==> src/hdl/srme_pkg.sv <==
// Shared types and constants for the stroke rate median/average filter.
package srme_pkg;

    // Field widths
    localparam int TIME_W   = 32;
    localparam int RATE_W   = 15;
    localparam int RAW_W    = 16;
    localparam int WEIGHT_W = 9;
    localparam int ACC_W    = RATE_W + WEIGHT_W + 1;

    // Q7.8 strokes per minute: 60 * 1000 * 256 / interval_ms
    localparam int                NUM_W     = 24;
    localparam logic [NUM_W-1:0]  NUMERATOR = 24'd15360000;
    localparam int                DCNT_W    = 5;

    localparam logic [RAW_W-1:0]    RAW_MAX      = 16'hFFFF;
    localparam logic [WEIGHT_W-1:0] WEIGHT_FULL  = 9'd256;
    localparam logic [ACC_W-1:0]    ROUND_HALF   = 25'd128;

    // Configuration register map
    localparam int               ADDR_W = 4;
    localparam logic [1:0]       REG_MIN_RATE   = 2'd0;
    localparam logic [1:0]       REG_MAX_RATE   = 2'd1;
    localparam logic [1:0]       REG_NEW_WEIGHT = 2'd2;

    localparam logic [RATE_W-1:0]   MIN_RATE_RST   = 15'd2560;
    localparam logic [RATE_W-1:0]   MAX_RATE_RST   = 15'd16640;
    localparam logic [WEIGHT_W-1:0] NEW_WEIGHT_RST = 9'd205;

    // Input operation codes
    localparam logic OP_STROKE = 1'b0;
    localparam logic OP_STOP   = 1'b1;

    typedef enum logic [2:0] {
        ST_IDLE,
        ST_DIV,
        ST_CHECK,
        ST_RANK,
        ST_MUL_NEW,
        ST_MUL_OLD,
        ST_SEND
    } srme_state_t;

    // Commands from the sequencer to the history store
    typedef struct packed {
        logic              clear;
        logic              push;
        logic [RATE_W-1:0] data;
    } hist_cmd_t;

    // Status from the history store for the current rank candidate
    typedef struct packed {
        logic              empty;
        logic              is_median;
        logic [RATE_W-1:0] cand_value;
    } hist_stat_t;

endpackage

==> src/hdl/srme_div.sv <==
// Bit-serial restoring divider: fixed rate numerator by a 32-bit interval.
module srme_div
    import srme_pkg::*;
(
    input  logic              clk,
    input  logic              rst_n,
    input  logic              start,
    input  logic [TIME_W-1:0] divisor,
    output logic              done,
    output logic [NUM_W-1:0]  quotient
);

    logic              busy_reg,  busy_next;
    logic              done_reg,  done_next;
    logic [DCNT_W-1:0] cnt_reg,   cnt_next;
    logic [TIME_W-1:0] div_reg,   div_next;
    logic [TIME_W-1:0] rem_reg,   rem_next;
    logic [NUM_W-1:0]  num_reg,   num_next;
    logic [NUM_W-1:0]  quo_reg,   quo_next;
    logic [TIME_W:0]   trial;
    logic              fits;

    // Shift one numerator bit into the partial remainder and test it
    assign trial = {rem_reg, num_reg[NUM_W-1]};
    assign fits  = trial >= {1'b0, div_reg};

    // Advance one quotient bit per cycle
    always_comb
    begin
        busy_next = busy_reg;
        done_next = 1'b0;
        cnt_next  = cnt_reg;
        div_next  = div_reg;
        rem_next  = rem_reg;
        num_next  = num_reg;
        quo_next  = quo_reg;
        if (start)
        begin
            busy_next = 1'b1;
            cnt_next  = '0;
            div_next  = divisor;
            rem_next  = '0;
            num_next  = NUMERATOR;
        end
        else if (busy_reg)
        begin
            rem_next = fits ? TIME_W'(trial - {1'b0, div_reg}) : trial[TIME_W-1:0];
            num_next = {num_reg[NUM_W-2:0], 1'b0};
            quo_next = {quo_reg[NUM_W-2:0], fits};
            cnt_next = cnt_reg + 1'b1;
            if (cnt_reg == DCNT_W'(NUM_W - 1))
            begin
                busy_next = 1'b0;
                done_next = 1'b1;
            end
        end
    end

    always_ff @(posedge clk or negedge rst_n)
    begin
        if (!rst_n)
        begin
            busy_reg <= 1'b0;
            done_reg <= 1'b0;
            cnt_reg  <= '0;
        end
        else
        begin
            busy_reg <= busy_next;
            done_reg <= done_next;
            cnt_reg  <= cnt_next;
        end
    end

    always_ff @(posedge clk)
    begin
        div_reg <= div_next;
        rem_reg <= rem_next;
        num_reg <= num_next;
        quo_reg <= quo_next;
    end

    assign done     = done_reg;
    assign quotient = quo_reg;

endmodule

==> src/hdl/srme_hist.sv <==
// Rate history ring with a rank test of one candidate entry per cycle.
module srme_hist
    import srme_pkg::*;
#(
    parameter int DEPTH = 3
)
(
    input  logic                                   clk,
    input  logic                                   rst_n,
    input  hist_cmd_t                              cmd,
    input  logic [((DEPTH > 1) ? $clog2(DEPTH) : 1)-1:0] cand,
    output hist_stat_t                             stat
);

    localparam int IW = (DEPTH > 1) ? $clog2(DEPTH) : 1;
    localparam int FW = $clog2(DEPTH + 1);

    logic [RATE_W-1:0] hist_reg [DEPTH];
    logic [IW-1:0]     slot_reg, slot_next;
    logic [FW-1:0]     fill_reg, fill_next;
    logic [RATE_W-1:0] cand_value;
    logic [FW-1:0]     lt_cnt;
    logic [FW-1:0]     le_cnt;
    logic [FW-1:0]     mid;
    logic              cand_valid;

    // Advance write slot and fill count
    always_comb
    begin
        slot_next = slot_reg;
        fill_next = fill_reg;
        if (cmd.clear)
        begin
            slot_next = '0;
            fill_next = '0;
        end
        else if (cmd.push)
        begin
            slot_next = (slot_reg == IW'(DEPTH - 1)) ? '0 : slot_reg + 1'b1;
            if (fill_reg != FW'(DEPTH))
            begin
                fill_next = fill_reg + 1'b1;
            end
        end
    end

    always_ff @(posedge clk or negedge rst_n)
    begin
        if (!rst_n)
        begin
            slot_reg <= '0;
            fill_reg <= '0;
        end
        else
        begin
            slot_reg <= slot_next;
            fill_reg <= fill_next;
        end
    end

    // Store an accepted rate
    always_ff @(posedge clk)
    begin
        if (cmd.push && !cmd.clear)
        begin
            hist_reg[slot_reg] <= cmd.data;
        end
    end

    // Count filled entries below and not above the candidate
    assign cand_value = hist_reg[cand];
    assign cand_valid = FW'(cand) < fill_reg;
    assign mid        = fill_reg >> 1;

    always_comb
    begin
        lt_cnt = '0;
        le_cnt = '0;
        for (int j = 0; j < DEPTH; j++)
        begin
            if (FW'(j) < fill_reg)
            begin
                if (hist_reg[j] < cand_value)
                begin
                    lt_cnt = lt_cnt + 1'b1;
                end
                if (hist_reg[j] <= cand_value)
                begin
                    le_cnt = le_cnt + 1'b1;
                end
            end
        end
    end

    assign stat.empty      = (fill_reg == '0);
    assign stat.is_median  = cand_valid && (lt_cnt <= mid) && (mid < le_cnt);
    assign stat.cand_value = cand_value;

endmodule

==> src/hdl/stroke_rate_median_ema_core.sv <==
// Top level of the stroke rate filter: sequencer, registers and shared multiplier.
//
// Usage:
//   Slave stream: s_tdata carries stroke_time_ms, s_tuser carries operation
//   (0 = stroke at that time, 1 = stop and clear). One result per transaction
//   on the master stream: m_tdata holds current_rate and raw_rate, m_tuser the
//   interval_accepted flag.
//   Stop, first stroke and zero interval go straight to the result; a rejected
//   interval passes the 24-step bit-serial divider and the band check, and an
//   accepted one then also runs the one-candidate-per-cycle median rank search
//   and two passes through the shared 15x9 multiplier (one pass when the
//   history was empty).
//   One item is in flight at a time: s_tready is high only when idle.
//   The result stays on m_tdata/m_tuser while m_tready is low; the next item
//   is taken after the result transaction completes.
//   Reset clears the history, the average and the previous time and loads
//   the band 10.0..65.0 strokes/min and weight 205/256. The user writes the
//   registers through the APB port while no item is in flight; the core does not enforce it.
module stroke_rate_median_ema_core
    import srme_pkg::*;
#(
    parameter int HISTORY_DEPTH = 3
)
(
    input  logic              clk,
    input  logic              rst_n,
    // Configuration
    input  logic              psel,
    input  logic              penable,
    input  logic              pwrite,
    input  logic [ADDR_W-1:0] paddr,
    input  logic [31:0]       pwdata,
    output logic [31:0]       prdata,
    output logic              pready,
    // Input stream
    input  logic              s_tvalid,
    output logic              s_tready,
    input  logic [31:0]       s_tdata,   // [31:0] stroke_time_ms
    input  logic              s_tuser,   // [0] operation
    // Output stream
    output logic              m_tvalid,
    input  logic              m_tready,
    output logic [31:0]       m_tdata,   // [14:0] current_rate, [30:15] raw_rate, [31] zero
    output logic              m_tuser    // [0] interval_accepted
);

    localparam int IW = (HISTORY_DEPTH > 1) ? $clog2(HISTORY_DEPTH) : 1;

    srme_state_t state_reg, state_next;

    logic [RATE_W-1:0]   min_rate_reg;
    logic [RATE_W-1:0]   max_rate_reg;
    logic [WEIGHT_W-1:0] weight_reg;

    logic [TIME_W-1:0]   prev_time_reg, prev_time_next;
    logic                prev_valid_reg, prev_valid_next;
    logic [RAW_W-1:0]    raw_reg, raw_next;
    logic                accepted_reg, accepted_next;
    logic [RATE_W-1:0]   smoothed_reg, smoothed_next;
    logic [RATE_W-1:0]   median_reg, median_next;
    logic [ACC_W-1:0]    acc_reg, acc_next;
    logic [IW-1:0]       cand_reg, cand_next;
    logic                was_empty_reg, was_empty_next;

    logic                in_xfer;
    logic                out_xfer;
    logic                cfg_wr;
    logic [TIME_W-1:0]   dt;
    logic                dt_zero;
    logic                div_start;
    logic                div_done;
    logic [NUM_W-1:0]    quotient;
    logic [RAW_W-1:0]    quo_sat;
    logic                in_band;
    logic                last_cand;
    hist_cmd_t           hist_cmd;
    hist_stat_t          hist_stat;
    logic [WEIGHT_W-1:0] w_eff;
    logic [RATE_W-1:0]   mul_a;
    logic [WEIGHT_W-1:0] mul_b;
    logic [RATE_W+WEIGHT_W-1:0] product;
    logic [ACC_W-1:0]    ema_sum;

    assign in_xfer  = s_tvalid && s_tready;
    assign out_xfer = m_tvalid && m_tready;
    assign dt       = s_tdata - prev_time_reg;
    assign dt_zero  = (dt == '0);
    assign quo_sat  = (|quotient[NUM_W-1:RAW_W]) ? RAW_MAX : quotient[RAW_W-1:0];
    assign in_band  = (raw_reg >= RAW_W'(min_rate_reg)) && (raw_reg <= RAW_W'(max_rate_reg));
    assign last_cand = (cand_reg == IW'(HISTORY_DEPTH - 1));
    assign w_eff    = (weight_reg > WEIGHT_FULL) ? WEIGHT_FULL : weight_reg;

    // Configuration registers
    assign pready = 1'b1;
    assign cfg_wr = psel && penable && pwrite && pready;

    always_ff @(posedge clk or negedge rst_n)
    begin
        if (!rst_n)
        begin
            min_rate_reg <= MIN_RATE_RST;
            max_rate_reg <= MAX_RATE_RST;
            weight_reg   <= NEW_WEIGHT_RST;
        end
        else if (cfg_wr)
        begin
            case (paddr[3:2])
                REG_MIN_RATE:   min_rate_reg <= pwdata[RATE_W-1:0];
                REG_MAX_RATE:   max_rate_reg <= pwdata[RATE_W-1:0];
                REG_NEW_WEIGHT: weight_reg   <= pwdata[WEIGHT_W-1:0];
                default:        ;
            endcase
        end
    end

    always_comb
    begin
        case (paddr[3:2])
            REG_MIN_RATE:   prdata = 32'(min_rate_reg);
            REG_MAX_RATE:   prdata = 32'(max_rate_reg);
            REG_NEW_WEIGHT: prdata = 32'(weight_reg);
            default:        prdata = '0;
        endcase
    end

    // Next state
    always_comb
    begin
        state_next = state_reg;
        case (state_reg)
            ST_IDLE:
            begin
                if (in_xfer)
                begin
                    state_next = div_start ? ST_DIV : ST_SEND;
                end
            end
            ST_DIV:
            begin
                if (div_done)
                begin
                    state_next = ST_CHECK;
                end
            end
            ST_CHECK:
            begin
                state_next = in_band ? ST_RANK : ST_SEND;
            end
            ST_RANK:
            begin
                if (last_cand)
                begin
                    state_next = ST_MUL_NEW;
                end
            end
            ST_MUL_NEW:
            begin
                state_next = was_empty_reg ? ST_SEND : ST_MUL_OLD;
            end
            ST_MUL_OLD:
            begin
                state_next = ST_SEND;
            end
            ST_SEND:
            begin
                if (out_xfer)
                begin
                    state_next = ST_IDLE;
                end
            end
            default:
            begin
                state_next = ST_IDLE;
            end
        endcase
    end

    // Sequencer outputs
    always_comb
    begin
        s_tready      = 1'b0;
        m_tvalid      = 1'b0;
        div_start     = 1'b0;
        hist_cmd.clear = 1'b0;
        hist_cmd.push  = 1'b0;
        hist_cmd.data  = raw_reg[RATE_W-1:0];
        case (state_reg)
            ST_IDLE:
            begin
                s_tready = 1'b1;
                if (s_tvalid)
                begin
                    hist_cmd.clear = (s_tuser == OP_STOP);
                    div_start = (s_tuser == OP_STROKE) && prev_valid_reg && !dt_zero;
                end
            end
            ST_CHECK:
            begin
                hist_cmd.push = in_band;
            end
            ST_SEND:
            begin
                m_tvalid = 1'b1;
            end
            default:
            begin
            end
        endcase
    end

    // Shared multiplier: new median by weight, then old average by its complement
    assign mul_a   = (state_reg == ST_MUL_OLD) ? smoothed_reg : median_reg;
    assign mul_b   = (state_reg == ST_MUL_OLD) ? WEIGHT_FULL - w_eff : w_eff;
    assign product = mul_a * mul_b;
    assign ema_sum = acc_reg + ACC_W'(product);

    // Datapath registers
    always_comb
    begin
        prev_time_next  = prev_time_reg;
        prev_valid_next = prev_valid_reg;
        raw_next        = raw_reg;
        accepted_next   = accepted_reg;
        smoothed_next   = smoothed_reg;
        median_next     = median_reg;
        acc_next        = acc_reg;
        cand_next       = cand_reg;
        was_empty_next  = was_empty_reg;
        case (state_reg)
            ST_IDLE:
            begin
                if (in_xfer)
                begin
                    accepted_next = 1'b0;
                    if (s_tuser == OP_STOP)
                    begin
                        prev_time_next  = '0;
                        prev_valid_next = 1'b0;
                        smoothed_next   = '0;
                        raw_next        = '0;
                    end
                    else
                    begin
                        prev_time_next  = s_tdata;
                        prev_valid_next = 1'b1;
                        if (!prev_valid_reg)
                        begin
                            raw_next = '0;
                        end
                        else if (dt_zero)
                        begin
                            raw_next = RAW_MAX;
                        end
                    end
                end
            end
            ST_DIV:
            begin
                if (div_done)
                begin
                    raw_next = quo_sat;
                end
            end
            ST_CHECK:
            begin
                accepted_next  = in_band;
                was_empty_next = hist_stat.empty;
                cand_next      = '0;
            end
            ST_RANK:
            begin
                if (hist_stat.is_median)
                begin
                    median_next = hist_stat.cand_value;
                end
                if (!last_cand)
                begin
                    cand_next = cand_reg + 1'b1;
                end
            end
            ST_MUL_NEW:
            begin
                if (was_empty_reg)
                begin
                    smoothed_next = median_reg;
                end
                acc_next = ACC_W'(product) + ROUND_HALF;
            end
            ST_MUL_OLD:
            begin
                smoothed_next = ema_sum[RATE_W+7:8];
            end
            default:
            begin
            end
        endcase
    end

    always_ff @(posedge clk or negedge rst_n)
    begin
        if (!rst_n)
        begin
            state_reg      <= ST_IDLE;
            prev_time_reg  <= '0;
            prev_valid_reg <= 1'b0;
            smoothed_reg   <= '0;
        end
        else
        begin
            state_reg      <= state_next;
            prev_time_reg  <= prev_time_next;
            prev_valid_reg <= prev_valid_next;
            smoothed_reg   <= smoothed_next;
        end
    end

    always_ff @(posedge clk)
    begin
        raw_reg       <= raw_next;
        accepted_reg  <= accepted_next;
        median_reg    <= median_next;
        acc_reg       <= acc_next;
        cand_reg      <= cand_next;
        was_empty_reg <= was_empty_next;
    end

    srme_div u_div
    (
        .clk      (clk),
        .rst_n    (rst_n),
        .start    (div_start),
        .divisor  (dt),
        .done     (div_done),
        .quotient (quotient)
    );

    srme_hist
    #(
        .DEPTH (HISTORY_DEPTH)
    )
    u_hist
    (
        .clk   (clk),
        .rst_n (rst_n),
        .cmd   (hist_cmd),
        .cand  (cand_reg),
        .stat  (hist_stat)
    );

    // Result fields
    assign m_tdata = {1'b0, raw_reg, smoothed_reg};
    assign m_tuser = accepted_reg;

endmodule

==> config.mk <==
export PLATFORM = sky130hd
export DESIGN_NAME = stroke_rate_median_ema_core
export DESIGN_NICKNAME = d
export VERILOG_FILES = /design/src/hdl/srme_pkg.sv /design/src/hdl/srme_div.sv /design/src/hdl/srme_hist.sv /design/src/hdl/stroke_rate_median_ema_core.sv
export SDC_FILE = /design/constraint.sdc
export NUM_CORES = 1
export LEC_CHECK = 0
export ABC_AREA = 1
export BUFFER_PORTS_ARGS = -buffer_cell sky130_fd_sc_hd__buf_2
export CORE_MARGIN = 2
export CORE_UTILIZATION = 40
export DETAILED_ROUTE_END_ITERATION = 6
export PLACE_DENSITY_LB_ADDON = 0.3
export SLEW_MARGIN = 20
export SYNTH_ARGS = -nofsm -noshare
export SYNTH_HDL_FRONTEND = slang
export SYNTH_SLANG_ARGS = --single-unit
==> constraint.sdc <==
create_clock -name clk -period 7.1 [get_ports clk]
set_input_delay 0.71 -clock clk [delete_from_list [all_inputs] [get_ports clk]]
set_output_delay 0.71 -clock clk [all_outputs]
set_load 0.1 [all_outputs]
==> results.py <==
metrics = {
    "clocking": {
        "cts_hold_buf": 0,
        "tritoncts": "built",
        "clk_pin_slew_ns": 0.06,
        "cts_num_sinks": 320,
        "insertion_delay_ns": 0.59,
        "cts-root-buf": "clkbuf_16",
        "cts_buffer_depth": 3,
        "numCtsBuffers": 39,
        "htreeDepth": 2,
    },
    "yosys": {
        "netlist_instances": 3308,
        "synth-seq-cells": 320,
        "synth-main-ff-cell": "edfxtp_1",
        "synth-async-reset-ratio_pct": 31.6,
        "synth.avg_cell_area_um2": 7.67,
        "syn-cell-area_mm2": 0.0254,
        "netlist-cell-type-count": 65,
        "ys.warnings.count": 0,
        "synth-edff-count": 174,
        "ys_seq_area_share_pct": 34.2,
    },
    "floorplanning": {
        "io_pins": 144,
        "core_mm2": 0.0629,
        "die_area_mm2": 0.0654,
        "die_h_um": 256,
        "fp-row-count": 92,
        "start_util_pct": 40.4,
        "dieWidth_um": 256,
    },
    "run_status": {
        "outcome": "completed",
    },
    "finish": {
        "regArea_mm2": 0.00867,
        "n_antenna_cell": 0,
        "final_common_cell": "nand2_1",
        "fill_cells": 6293,
        "instances_no_fill": 4393,
        "layout-drive-gt1-share_pct": 15.4,
        "final_cell_mix": "nand2_1 (768), inv_1 (582), nor2_1 (271)",
        "largest_reg_flops": 60,
        "nets": 3896,
        "area_growth_pct": 16.8,
        "multi_input_area_mm2": 0.0145,
    },
    "worst_setup_path": {
        "cp_common_cell": "inv_1",
        "cpPeakStageDelay_ns": 0.54,
        "crit_slowest_cell": "dfstp_2",
        "cp_max_fo": 5,
        "cp-end-kind": "flip-flop",
        "cp-start-kind": "flip-flop",
        "rrSetupSlack_ns": 0.25,
        "critPathKind": "flip-flop to flip-flop",
        "worstPathRequired_ns": 7.59,
        "arrival_ns": 7.34,
    },
    "timing": {
        "timing.fmax_mhz": 146,
        "drv_slew": 0,
        "layout_setup_ws_ns": 0.250,
        "finalHoldViolCount": 0,
        "worstMarginPinSlew_ns": 1.00,
        "setup_viol_count_final": 0,
        "clock_skew_ns": 0.0527,
        "min_period_ns": 6.85,
        "holdWs_ns": 0.101,
        "slew_headroom_pct": 33.3,
        "period_share_pct": 96.5,
    },
    "placement": {
        "dpl.cell_count": 4300,
        "place_ws_ns": -0.0645,
        "numPortBuffers": 105,
        "dp_hpwl_um": 52800,
        "place.gp.congestion": 0.915,
    },
    "hold_path": {
        "min_path_type": "primary input to asynchronous set/reset pin",
    },
    "global_route": {
        "grt_pass1_vias": 21300,
        "grt_pass1_wl_um": 110000,
        "grt_antenna_before_repair": 2,
        "grt_usage_pct": 20.6,
        "grt_max_degree": 66,
        "grt.overflow.total": 0,
    },
    "drt": {
        "firstDrtPassIters": 5,
        "wl_per_cell_um": 15.5,
        "num_vias": 21700,
        "drtIter0Drc": 1380,
        "routed_wirelength_um": 68100,
        "vias_per_cell": 4.95,
        "postRouteAntennaNets": 0,
        "drc_errors": 0,
    },
    "job": {
        "drv_cap": 0,
    },
}
[cells in the mapped netlist, drive strengths merged, types with 38 or more instances]
| master | instances | area share [%] |
|---|---|---|
| nand2 | 794 | 12 |
| inv | 627 | 9.3 |
| nor2 | 310 | 4.8 |
| ha | 211 | 10 |
| a21oi | 210 | 4.2 |
| o21ai | 204 | 4.4 |
| edfxtp | 174 | 21 |
| nand3 | 164 | 3.3 |
| fa | 93 | 7.3 |
| dfrtp | 92 | 9.1 |
| clkbuf | 56 | 0.83 |
| xor2 | 48 | 1.7 |
| dfxtp | 45 | 3.6 |
| buf | 38 | 1.2 |
[worst paths after layout]
check | endpoint | depth (start not counted) | from
min reg2reg | u_div.quotient[15] | 0 | u_div.quotient[14]
max in group asynchronous | u_div.busy_reg | 2 | rst_n
max | smoothed_reg[11] | 32 | weight_reg[0]
max reg2reg | smoothed_reg[11] | 32 | weight_reg[0]
min | prev_time_reg[10] | 1 | rst_n
min in group clk | prev_time_reg[11] | 3 | s_tdata[11]
[area by class of cell]
| cell class | instances | share of cell area, % |
|---|---|---|
| multi-input combinational | 2282 | 48.8 |
| sequential | 320 | 29.3 |
| inverter | 629 | 8.00 |
| timing repair buffer | 243 | 5.42 |
| tap | 846 | 3.57 |
| clock buffer | 41 | 3.35 |
| clock inverter | 31 | 1.59 |
| timing repair inverter | 1 | 0.0253 |
[per-layer routing]
layer	global-route usage [%]	share of wire, %	vias up
met5	0	0.031	-
met4	5.21	2.5	4
met3	3.26	5.3	107
met2	34.3	46	446
met1	27.9	46	10200
li1	-	-	11000
[cells by family after synthesis]
logic type / after synthesis / synth area share (%)
fa+ha+maj: 304 / 17.7
flops: 320 / 34.2
xor+xnor: 73 / 2.55
compound gates: 506 / 11.4
other cells: 2 / 0.0296
simple gates: 1379 / 22.8
buf+inv: 723 / 11.3
mux: 1 / 0.0444
[per-stage QoR]
| step | utilization (%) | instance area [µm²] | setup TNS [ns] |
|---|---|---|---|
| 2_1_floorplan | - | 25400 | 0 |
| 3_3_place_gp | 43.7 | 27400 | 0 |
| 3_5_place_dp | 43.7 | 27400 | -0.235 |
| 4_1_cts | 46.0 | 28900 | 0 |
| 5_1_grt | 47.1 | 29600 | -0.329 |
| 6_report | 47.1 | 29600 | 0 |
[timing repair]
item	CTS	global route
gates cloned	0	3
pin swaps	0	25
buffers inserted	0	18
gates resized for setup	7	129
endpoints found under the setup margin	13	13
[critical path: cells and delay by family, from the launching register on]
kind,cells,cell delay (ns)
AO/OA/AOI/OAI,10,1.46
XOR/XNOR,1,0.30
buffers and inverters,9,0.88
AND/OR/NAND/NOR,5,0.60
flip-flops,1,0.54
adder cells (fa/ha/maj),7,2.98
Power is left out: the tool's default activity adds up to more than one toggle a clock period on the data nets, which glitch-free logic cannot reach.
